`src/rtl/mdma_pkg.sv`:
```
// Package with the shared types, codes and address checks of the DMA scheduler.
`default_nettype none

package mdma_pkg;

  localparam int NumChannelsDef    = 8;
  localparam int BytesPerTickCycle = 64;

  typedef enum logic {
    OP_TICK  = 1'b0,
    OP_STORE = 1'b1
  } op_e;

  typedef enum logic [1:0] {
    CHS_IDLE     = 2'd0,
    CHS_RUNNING  = 2'd1,
    CHS_COMPLETE = 2'd2
  } chan_status_e;

  typedef enum logic {
    CS_IDLE,
    CS_SCAN
  } ctrl_state_e;

  typedef struct packed {
    logic        op;
    logic [2:0]  channel;
    logic [31:0] descriptor_pointer;
    logic [31:0] source_address;
    logic [31:0] dest_address;
    logic [31:0] length_bytes;
    logic [15:0] flag_bits;
    logic [15:0] elapsed_cycles;
  } in_item_t;

  typedef struct packed {
    logic [2:0]  out_channel;
    logic [31:0] burst_source;
    logic [31:0] burst_dest;
    logic [21:0] burst_count;
    logic [31:0] remaining;
    logic [1:0]  channel_status;
    logic        irq_raise;
    logic        last;
  } out_item_t;

  typedef struct packed {
    logic store_en;
    logic tick_start;
    logic emit;
  } dp_cmd_t;

  typedef struct packed {
    logic cur_run;
    logic out_free;
  } dp_status_t;

  function automatic logic addr_is_ram(input logic [31:0] a);
    return (a < 32'h0200_0000)
        || (a >= 32'h0400_0000 && a < 32'h0500_0000)
        || (a >= 32'h0600_0000 && a < 32'h0680_0000)
        || (a >= 32'h0800_0000 && a < 32'h0801_0000)
        || (a >= 32'h0B00_0000 && a < 32'h0B00_8000);
  endfunction

  function automatic logic desc_ok(input logic [31:0] ptr, input logic [31:0] src,
                                   input logic [31:0] dst, input logic [31:0] len,
                                   input logic [15:0] flags);
    return (ptr != 32'd0) && addr_is_ram(ptr) && flags[0] && (len != 32'd0)
        && addr_is_ram(src) && addr_is_ram(dst);
  endfunction

endpackage

`default_nettype wire

```
`src/rtl/mdma_if.sv`:
```
// Valid/ready channel interfaces for input items and burst results.
`default_nettype none

interface mdma_in_if import mdma_pkg::*; ();
  logic     valid;
  logic     ready;
  in_item_t payload;

  modport source (output valid, output payload, input ready);
  modport sink (input valid, input payload, output ready);
endinterface

interface mdma_out_if import mdma_pkg::*; ();
  logic      valid;
  logic      ready;
  out_item_t payload;

  modport source (output valid, output payload, input ready);
  modport sink (input valid, input payload, output ready);
endinterface

`default_nettype wire

```
`src/rtl/mdma_ctrl.sv`:
```
// Controller state machine that sequences stores and the per-channel tick scan.
`default_nettype none

module mdma_ctrl import mdma_pkg::*; #(
  parameter int NUM_CHANNELS = NumChannelsDef,
  localparam int IdxW = (NUM_CHANNELS > 1) ? $clog2(NUM_CHANNELS) : 1
) (
  input  wire logic            clk_i,
  input  wire logic            rst_ni,
  input  wire logic            in_valid_i,
  input  wire logic            in_op_i,
  input  wire logic            in_tick_live_i,
  output logic                 in_ready_o,
  input  wire dp_status_t      status_i,
  output dp_cmd_t              cmd_o,
  output logic [IdxW-1:0]      idx_o
);

  localparam logic [IdxW-1:0] LastIdx = IdxW'(NUM_CHANNELS - 1);

  ctrl_state_e     state_q, state_d;
  logic [IdxW-1:0] idx_q, idx_d;
  logic            in_take;
  logic            advance;

  assign in_take = in_valid_i && (state_q == CS_IDLE);
  assign advance = !status_i.cur_run || status_i.out_free;

  always_comb begin
    state_d = state_q;
    idx_d   = idx_q;
    case (state_q)
      CS_IDLE: begin
        if (in_take && (in_op_i == OP_TICK) && in_tick_live_i) begin
          state_d = CS_SCAN;
          idx_d   = '0;
        end
      end
      CS_SCAN: begin
        if (advance) begin
          if (idx_q == LastIdx) begin
            state_d = CS_IDLE;
          end else begin
            idx_d = idx_q + IdxW'(1);
          end
        end
      end
      default: state_d = CS_IDLE;
    endcase
  end

  always_comb begin
    in_ready_o       = 1'b0;
    cmd_o            = '0;
    case (state_q)
      CS_IDLE: begin
        in_ready_o       = 1'b1;
        cmd_o.store_en   = in_take && (in_op_i == OP_STORE);
        cmd_o.tick_start = in_take && (in_op_i == OP_TICK) && in_tick_live_i;
      end
      CS_SCAN: begin
        cmd_o.emit = status_i.cur_run && status_i.out_free;
      end
      default: begin
        in_ready_o = 1'b0;
      end
    endcase
  end

  assign idx_o = idx_q;

  always_ff @(posedge clk_i or negedge rst_ni) begin
    if (!rst_ni) begin
      state_q <= CS_IDLE;
      idx_q   <= '0;
    end else begin
      state_q <= state_d;
      idx_q   <= idx_d;
    end
  end

`ifndef SYNTHESIS
  a_tick_starts_scan: assert property (@(posedge clk_i) disable iff (!rst_ni)
    cmd_o.tick_start |=> (state_q == CS_SCAN) && (idx_q == '0))
    else $error("Tick did not start the scan at the first channel.");

  a_emit_in_scan: assert property (@(posedge clk_i) disable iff (!rst_ni)
    cmd_o.emit |-> (state_q == CS_SCAN) && !in_ready_o)
    else $error("Burst issued outside the channel scan.");

  a_scan_ends: assert property (@(posedge clk_i) disable iff (!rst_ni)
    (state_q == CS_SCAN) && (idx_q == LastIdx) && advance |=> (state_q == CS_IDLE))
    else $error("Scan did not end after the last channel.");
`endif

endmodule

`default_nettype wire

```
`src/rtl/mdma_dpath.sv`:
```
// Datapath with descriptor and channel registers, burst arithmetic and the result register.
`default_nettype none

module mdma_dpath import mdma_pkg::*; #(
  parameter int NUM_CHANNELS = NumChannelsDef,
  localparam int IdxW = (NUM_CHANNELS > 1) ? $clog2(NUM_CHANNELS) : 1
) (
  input  wire logic            clk_i,
  input  wire logic            rst_ni,
  input  wire in_item_t        in_item_i,
  input  wire dp_cmd_t         cmd_i,
  input  wire logic [IdxW-1:0] idx_i,
  output dp_status_t           status_o,
  output logic                 out_valid_o,
  input  wire logic            out_ready_i,
  output out_item_t            out_item_o
);

  logic [NUM_CHANNELS-1:0] chan_active_q;
  logic [NUM_CHANNELS-1:0] chan_irq_en_q;
  logic [31:0]             chan_src_q  [NUM_CHANNELS];
  logic [31:0]             chan_dst_q  [NUM_CHANNELS];
  logic [31:0]             chan_left_q [NUM_CHANNELS];
  logic [31:0]             desc_ptr_q  [NUM_CHANNELS];
  logic [31:0]             desc_src_q  [NUM_CHANNELS];
  logic [31:0]             desc_dst_q  [NUM_CHANNELS];
  logic [31:0]             desc_len_q  [NUM_CHANNELS];
  logic [15:0]             desc_flags_q[NUM_CHANNELS];

  logic [NUM_CHANNELS-1:0] run_q, run_d;
  logic [31:0]             budget_q;
  logic                    out_valid_q;
  out_item_t               out_q;

  logic                    store_hit;
  logic [IdxW-1:0]         store_idx;
  logic                    cur_active;
  logic [31:0]             cur_src, cur_dst, cur_left;
  logic                    cur_irq;
  logic [31:0]             cnt;
  logic [31:0]             new_left;
  logic                    done;
  logic                    is_last;

  assign store_hit = (32'(in_item_i.channel) < NUM_CHANNELS);
  assign store_idx = IdxW'(in_item_i.channel);

  always_comb begin
    for (int c = 0; c < NUM_CHANNELS; c++) begin
      run_d[c] = chan_active_q[c] || desc_ok(desc_ptr_q[c], desc_src_q[c], desc_dst_q[c],
                                             desc_len_q[c], desc_flags_q[c]);
    end
  end

  assign cur_active = chan_active_q[idx_i];
  assign cur_src    = cur_active ? chan_src_q[idx_i]  : desc_src_q[idx_i];
  assign cur_dst    = cur_active ? chan_dst_q[idx_i]  : desc_dst_q[idx_i];
  assign cur_left   = cur_active ? chan_left_q[idx_i] : desc_len_q[idx_i];
  assign cur_irq    = cur_active ? chan_irq_en_q[idx_i] : desc_flags_q[idx_i][1];
  assign cnt        = (budget_q > cur_left) ? cur_left : budget_q;
  assign new_left   = cur_left - cnt;
  assign done       = (new_left == 32'd0);
  assign is_last    = ((run_q >> idx_i) == NUM_CHANNELS'(1));

  assign status_o.cur_run  = run_q[idx_i];
  assign status_o.out_free = !out_valid_q || out_ready_i;

  always_ff @(posedge clk_i or negedge rst_ni) begin
    if (!rst_ni) begin
      chan_active_q <= '0;
      run_q         <= '0;
      out_valid_q   <= 1'b0;
      for (int c = 0; c < NUM_CHANNELS; c++) begin
        desc_ptr_q[c] <= '0;
      end
    end else begin
      if (cmd_i.store_en && store_hit) begin
        desc_ptr_q[store_idx] <= in_item_i.descriptor_pointer;
      end
      if (cmd_i.tick_start) begin
        run_q <= run_d;
      end
      if (cmd_i.emit) begin
        chan_active_q[idx_i] <= !done;
        out_valid_q          <= 1'b1;
      end else if (out_ready_i) begin
        out_valid_q <= 1'b0;
      end
    end
  end

  always_ff @(posedge clk_i) begin
    if (cmd_i.store_en && store_hit) begin
      desc_src_q[store_idx]   <= in_item_i.source_address;
      desc_dst_q[store_idx]   <= in_item_i.dest_address;
      desc_len_q[store_idx]   <= in_item_i.length_bytes;
      desc_flags_q[store_idx] <= in_item_i.flag_bits;
    end
    if (cmd_i.tick_start) begin
      budget_q <= 32'({16'd0, in_item_i.elapsed_cycles} * 32'(BytesPerTickCycle));
    end
    if (cmd_i.emit) begin
      chan_src_q[idx_i]        <= cur_src + cnt;
      chan_dst_q[idx_i]        <= cur_dst + cnt;
      chan_left_q[idx_i]       <= new_left;
      chan_irq_en_q[idx_i]     <= cur_irq;
      out_q.out_channel        <= 3'(idx_i);
      out_q.burst_source       <= cur_src;
      out_q.burst_dest         <= cur_dst;
      out_q.burst_count        <= cnt[21:0];
      out_q.remaining          <= new_left;
      out_q.channel_status     <= done ? CHS_COMPLETE : CHS_RUNNING;
      out_q.irq_raise          <= done && cur_irq;
      out_q.last               <= is_last;
    end
  end

  assign out_valid_o = out_valid_q;
  assign out_item_o  = out_q;

`ifndef SYNTHESIS
  a_emit_slot_free: assert property (@(posedge clk_i) disable iff (!rst_ni)
    cmd_i.emit |-> (!out_valid_q || out_ready_i) && run_q[idx_i])
    else $error("Result register overwritten or idle channel reported.");

  a_complete_empty: assert property (@(posedge clk_i) disable iff (!rst_ni)
    out_valid_q |-> ((out_q.channel_status == CHS_COMPLETE) == (out_q.remaining == 32'd0)))
    else $error("Completion status disagrees with the remaining byte count.");

  a_count_in_budget: assert property (@(posedge clk_i) disable iff (!rst_ni)
    cmd_i.emit |=> (32'(out_q.burst_count) <= budget_q))
    else $error("Burst count exceeds the tick budget.");
`endif

endmodule

`default_nettype wire

```
`src/rtl/multichannel_dma_scheduler.sv`:
```
// Top level of the eight-channel descriptor DMA scheduler.
//
// Input channel in_i carries store and tick items; output channel out_o carries one
// burst result per running channel on a tick. A transfer happens when valid and
// ready are both high at a rising clock edge.
// A store item writes one channel's descriptor and yields no result.
// A tick item with a nonzero cycle count starts a scan that visits the channels in
// order, starting the cycle after its transfer, one channel per cycle unless a
// running channel waits on the result register. Input ready stays low for the whole
// scan, also while it waits on the receiver. A channel starts there when its
// descriptor qualifies, then reports one burst and advances.
// The first result is registered and appears in the cycle after its channel is
// visited; the final result of the tick has last set.
// Input ready is high only between scans; a tick with zero cycles starts no scan.
// One result register sits on the output: while the receiver stalls, the scan holds
// at the next running channel and resumes once the register is taken.
// Reset clears all channels to idle and all descriptor pointers to zero.
`default_nettype none

module multichannel_dma_scheduler import mdma_pkg::*; #(
  parameter int NUM_CHANNELS = NumChannelsDef
) (
  input  wire logic   clk_i,
  input  wire logic   rst_ni,
  mdma_in_if.sink     in_i,
  mdma_out_if.source  out_o
);

  localparam int IdxW = (NUM_CHANNELS > 1) ? $clog2(NUM_CHANNELS) : 1;

  dp_cmd_t         cmd;
  dp_status_t      status;
  logic [IdxW-1:0] idx;

  mdma_ctrl #(
    .NUM_CHANNELS (NUM_CHANNELS)
  ) u_ctrl (
    .clk_i          (clk_i),
    .rst_ni         (rst_ni),
    .in_valid_i     (in_i.valid),
    .in_op_i        (in_i.payload.op),
    .in_tick_live_i (in_i.payload.elapsed_cycles != 16'd0),
    .in_ready_o     (in_i.ready),
    .status_i       (status),
    .cmd_o          (cmd),
    .idx_o          (idx)
  );

  mdma_dpath #(
    .NUM_CHANNELS (NUM_CHANNELS)
  ) u_dpath (
    .clk_i       (clk_i),
    .rst_ni      (rst_ni),
    .in_item_i   (in_i.payload),
    .cmd_i       (cmd),
    .idx_i       (idx),
    .status_o    (status),
    .out_valid_o (out_o.valid),
    .out_ready_i (out_o.ready),
    .out_item_o  (out_o.payload)
  );

endmodule

`default_nettype wire

```
`src/flat_wrapper.sv`:
```
// flat-port wrapper written by rule: the top's interface ports become plain ports
module multichannel_dma_scheduler_flat import mdma_pkg::*;
#(
  parameter int NUM_CHANNELS = NumChannelsDef
)
  (clk_i, rst_ni, in_i_valid, in_i_payload, in_i_ready, out_o_valid, out_o_payload, out_o_ready);
  mdma_in_if in_i_i ();
  mdma_out_if out_o_i ();
  input  wire logic clk_i;
  input  wire logic rst_ni;
  input wire logic [$bits(in_i_i.valid)-1:0] in_i_valid;
  input wire logic [$bits(in_i_i.payload)-1:0] in_i_payload;
  output wire logic [$bits(in_i_i.ready)-1:0] in_i_ready;
  output wire logic [$bits(out_o_i.valid)-1:0] out_o_valid;
  output wire logic [$bits(out_o_i.payload)-1:0] out_o_payload;
  input wire logic [$bits(out_o_i.ready)-1:0] out_o_ready;
  assign in_i_i.valid = in_i_valid;
  assign in_i_i.payload = in_i_payload;
  assign in_i_ready = in_i_i.ready;
  assign out_o_valid = out_o_i.valid;
  assign out_o_payload = out_o_i.payload;
  assign out_o_i.ready = out_o_ready;
  multichannel_dma_scheduler #(.NUM_CHANNELS(NUM_CHANNELS)) u_core (.clk_i(clk_i), .rst_ni(rst_ni), .in_i(in_i_i), .out_o(out_o_i));
endmodule
```
`config.mk`:
```
export PLATFORM = sky130hd
export DESIGN_NAME = multichannel_dma_scheduler_flat
export DESIGN_NICKNAME = d
export VERILOG_FILES = /design/src/rtl/mdma_pkg.sv /design/src/rtl/mdma_if.sv /design/src/rtl/mdma_ctrl.sv /design/src/rtl/mdma_dpath.sv /design/src/rtl/multichannel_dma_scheduler.sv /design/src/flat_wrapper.sv
export SDC_FILE = /design/constraint.sdc
export NUM_CORES = 2
export LEC_CHECK = 0
export ABC_AREA = 1
export BUFFER_PORTS_ARGS = -buffer_cell sky130_fd_sc_hd__buf_2
export CORE_MARGIN = 2
export CORE_UTILIZATION = 40
export CTS_BUF_LIST = sky130_fd_sc_hd__clkbuf_8
export DETAILED_ROUTE_END_ITERATION = 8
export PLACE_DENSITY = 0.64
export SETUP_SLACK_MARGIN = 0.02
export SLEW_MARGIN = 5
export SYNTH_ARGS = -nofsm -noshare
export SYNTH_HDL_FRONTEND = slang
export SYNTH_SLANG_ARGS = --single-unit
export TNS_END_PERCENT = 10
```
`constraint.sdc`:
```
create_clock -name clk_i -period 7.3 [get_ports clk_i]
set_input_delay 0.365 -clock clk_i [delete_from_list [all_inputs] [get_ports clk_i]]
set_output_delay 0.365 -clock clk_i [all_outputs]
set_load 0.02 [all_outputs]
```
==> impl_results.md <==
* Port Buf Inserts at 280
* Fin. Hold Viols at 0
* Routed via count at 59100
* Wire per inst at 26.0 µm
* Initial antenna violation count at 46
* Count leader, synth: edfxtp_1
* Max FO, Critical Path at 24
* Critical Path RT at 8.04 ns
* First-pass GRT wire length at 392000 µm
* Placed insts at 9748
* Share of cells above drive strength 1 at 0.140
* Max VDD drop at 0.409 mV
* Die Y-Extent at 458 µm
* Synth-to-Final Area Change at 16.4%
* Root buffer cell: clkbuf_8
* First drt pass iteration count at 8
* CTS tree: done
* 1st-iter DRT viols at 7359
* Sequential share of the synthesized area at 0.704
* TritonCTS buffer count at 339
* Min Hold Slack at 0.0322 ns
* Commonest register cell after synthesis: edfxtp_1
* Worst setup SP type: flip-flop
* Mapped cell area at 82400 µm²
* DIE AREA at 210000 µm²
* Worst Tran Pin Value at 1.16 ns
* Vias in the first global route at 57300
* Initial Util at 0.403
* Outcome: completed
* Most area-consuming cells after synthesis: edfxtp_1 (62%), dfrtp_1 (8.4%), nand2_1 (7.5%)
* Clk_lat worst skew at 1.07 ns
* Leak Pwr at 36.7 nW
* Core box area at 205000 µm²
* Slowest CP cell: o21ai_1
* Critical Path AT at 7.62 ns
* Share of the synthesized area in the top cell type at 0.620
* CP Class: reg2reg
* DR vias/cell at 5.62
* Nets at 7828
* Number of flops mapped to enable cells by yosys at 1701
* Pwr/cell area at 547 nW/µm²
* Final Critical Period at 6.88 ns
* Max_cap viols at 0
* H-tree depth at 5
* Highest Clock Rate at 145 MHz
* YS warnings at 0
* Chip width at 458 µm
* Final HPWL DP at 179000 µm
* # DRC at 0
* Mean area per synthesized cell at 12.0 µm²
* Total power at 52.5 mW
* # IOs at 295
* Synth cell count leaders: edfxtp_1 (1701), nand2_1 (1656), inv_1 (584)
* Netlist cell types at 73
* Hold Crit Class: in2async
* Largest net degree at the start of global routing at 140
* Max incr delay on CP at 0.70 ns
* GRT Total Usage at 0.255
* Final period utilization at 0.942
* Syn Inst Count at 6849
* Worst R2R End: u_core.u_dpath.chan_src_q[3][29]
* CP most frequent cell: nand2_1
* Worst reg-to-reg path cell count at 35
* Total wire length at 273000 µm
* RSZ-0062 raised after global routing: false
* CP Capture Type: flip-flop
* Final setup fails at 0
* Non-Filler Instances at 10500
* Slew Limit Fails at 0
* Reg clk slew, reported paths at 0.06 ns
* RR Startpoint: u_core.u_ctrl.idx_o[1]
* Total gr overflow at 0
* Placer Congestion at 0.970
* R2r setup slk at 0.42 ns
* Std-Cell Rows at 166
* Clock Skews at 0.102 ns
* Clock Sinks at 1978
* Slew Limit Headroom at 0.219
* FFs w/ async S/R, synth at 0.140
* Yosys reg bits at 1978
* Synth area leader: edfxtp_1
* Routed Antenna Nets at 0
* Clock Path Buffers at 4
-- layout by cell type (no fill, tap or decap), types with 26 or more instances in the layout --
master and n:
edfxtp_1 1701, nand2_1 1651, inv_1 678, clkbuf_8 355, nor2_1 333, o21ai_0 326, buf_2 279, dfrtp_1 274
nand3_1 226, a21oi_1 202, buf_4 189, a221oi_1 168, dlygate4sd3_1 166, nand4_1 149, nor4_1 147, a22oi_1 118
a22o_1 99, ha_1 66, clkinv_1 57, a31oi_1 55, nor3_1 45, clkinv_2 39, nand2_2 30, xor2_1 30
nor2_4 29, xnor2_1 28, inv_2 26, a211oi_1 26
-- cells by family after synthesis --
kind of cell | Yosys count | synth area share
other | 2 | 0.0000911
flip-flops | 1978 | 0.704
buffers and inverters | 897 | 0.0446
XOR/XNOR | 63 | 0.00669
AND/OR/NAND/NOR | 2693 | 0.142
AO/OA/AOI/OAI | 1139 | 0.0913
adder cells (fa/ha/maj) | 68 | 0.0105
multiplexers | 9 | 0.00123
-- routing by layer --
metal / wire length (µm) / share of wire / track usage
met5: 114 / 0.00042 / 0
met4: 12400 / 0.046 / 0.109
met3: 24400 / 0.089 / 0.0463
met2: 127000 / 0.47 / 0.408
met1: 109000 / 0.40 / 0.341
-- timing repair --
action,4_1_cts,5_1_grt
cloned,0,1
endpoints found under the setup margin,29,107
pin swaps,4,6
hold buffers,166,0
hold endpoints to repair,1200,0
gates resized for setup,5,25
buffers inserted,13,11
-- state kept, by name, indices dropped and copies added (netlist names) --
signal                        flops
u_core.u_dpath.desc_src_q       256
u_core.u_ctrl.idx_o               3
u_core.u_ctrl.state_q             1
u_core.u_dpath.desc_len_q       256
u_core.u_dpath.chan_irq_en_q      8
u_core.u_dpath.chan_dst_q       256
u_core.u_dpath.desc_flags_q      16
u_core.u_dpath.out_valid_o        1
u_core.u_dpath.out_item_o       125
u_core.u_dpath.chan_left_q      256
u_core.u_dpath.chan_src_q       256
u_core.u_dpath.chan_active_q      8
u_core.u_dpath.desc_ptr_q       256
u_core.u_dpath.run_q              8
u_core.u_dpath.budget_q          16
u_core.u_dpath.desc_dst_q       256
-- cell type report --
| class | instances | area (µm²) |
|---|---|---|
| fill | 18400 | 109000 |
| sequential | 1978 | 58000 |
| multi-input combinational | 3991 | 21000 |
| timing repair buffer | 663 | 5040 |
| clock buffer | 355 | 4890 |
| tap | 2688 | 3360 |
| inverter | 619 | 2360 |
| clock inverter | 214 | 1260 |
| antenna | 9 | 22.5 |
-- through the flow --
step            util  worst slack (ns)  cell area [µm²]  TNS [ns]
2_1_floorplan      -             0.981            82500         0
3_3_place_gp   0.429            0.0469            87800         0
3_5_place_dp   0.429            -0.194            87800     -2.40
4_1_cts        0.468            0.0290            95800         0
5_1_grt        0.469            0.0125            96000         0
6_report       0.469             0.424            96000         0
-- power by group --
group / switching (mW) / internal [mW]
logic: 17.5 / 6.07
registers: 0.807 / 18.7
clock network: 4.48 / 4.94
-- worst max-delay path by stage --
stage,startpoint,slack [ns],to,cells after the start
after floorplan,u_core.u_ctrl.idx_o[0],0.98,u_core.u_dpath.chan_dst_q[0][0],10
after global placement,u_core.u_ctrl.idx_o[1],0.05,u_core.u_dpath.chan_src_q[3][30],45
after detailed placement,u_core.u_ctrl.idx_o[1],-0.19,u_core.u_dpath.chan_src_q[0][30],45
after CTS,u_core.u_ctrl.idx_o[2],0.03,u_core.u_dpath.chan_src_q[1][30],44
after global routing,u_core.u_ctrl.idx_o[2],0.01,u_core.u_dpath.chan_src_q[1][30],46
final,u_core.u_ctrl.idx_o[1],0.42,u_core.u_dpath.chan_src_q[3][29],35
-- worst max-delay path, delay by kind of cell (launching register included) --
family / cells / cell delay [ns]
adder cells (fa/ha/maj): 2 / 0.75
buffers and inverters: 6 / 0.98
AO/OA/AOI/OAI: 8 / 1.86
AND/OR/NAND/NOR: 18 / 2.25
XOR/XNOR: 1 / 0.19
flip-flops: 1 / 0.50
Power figures use the tool's default switching activity.
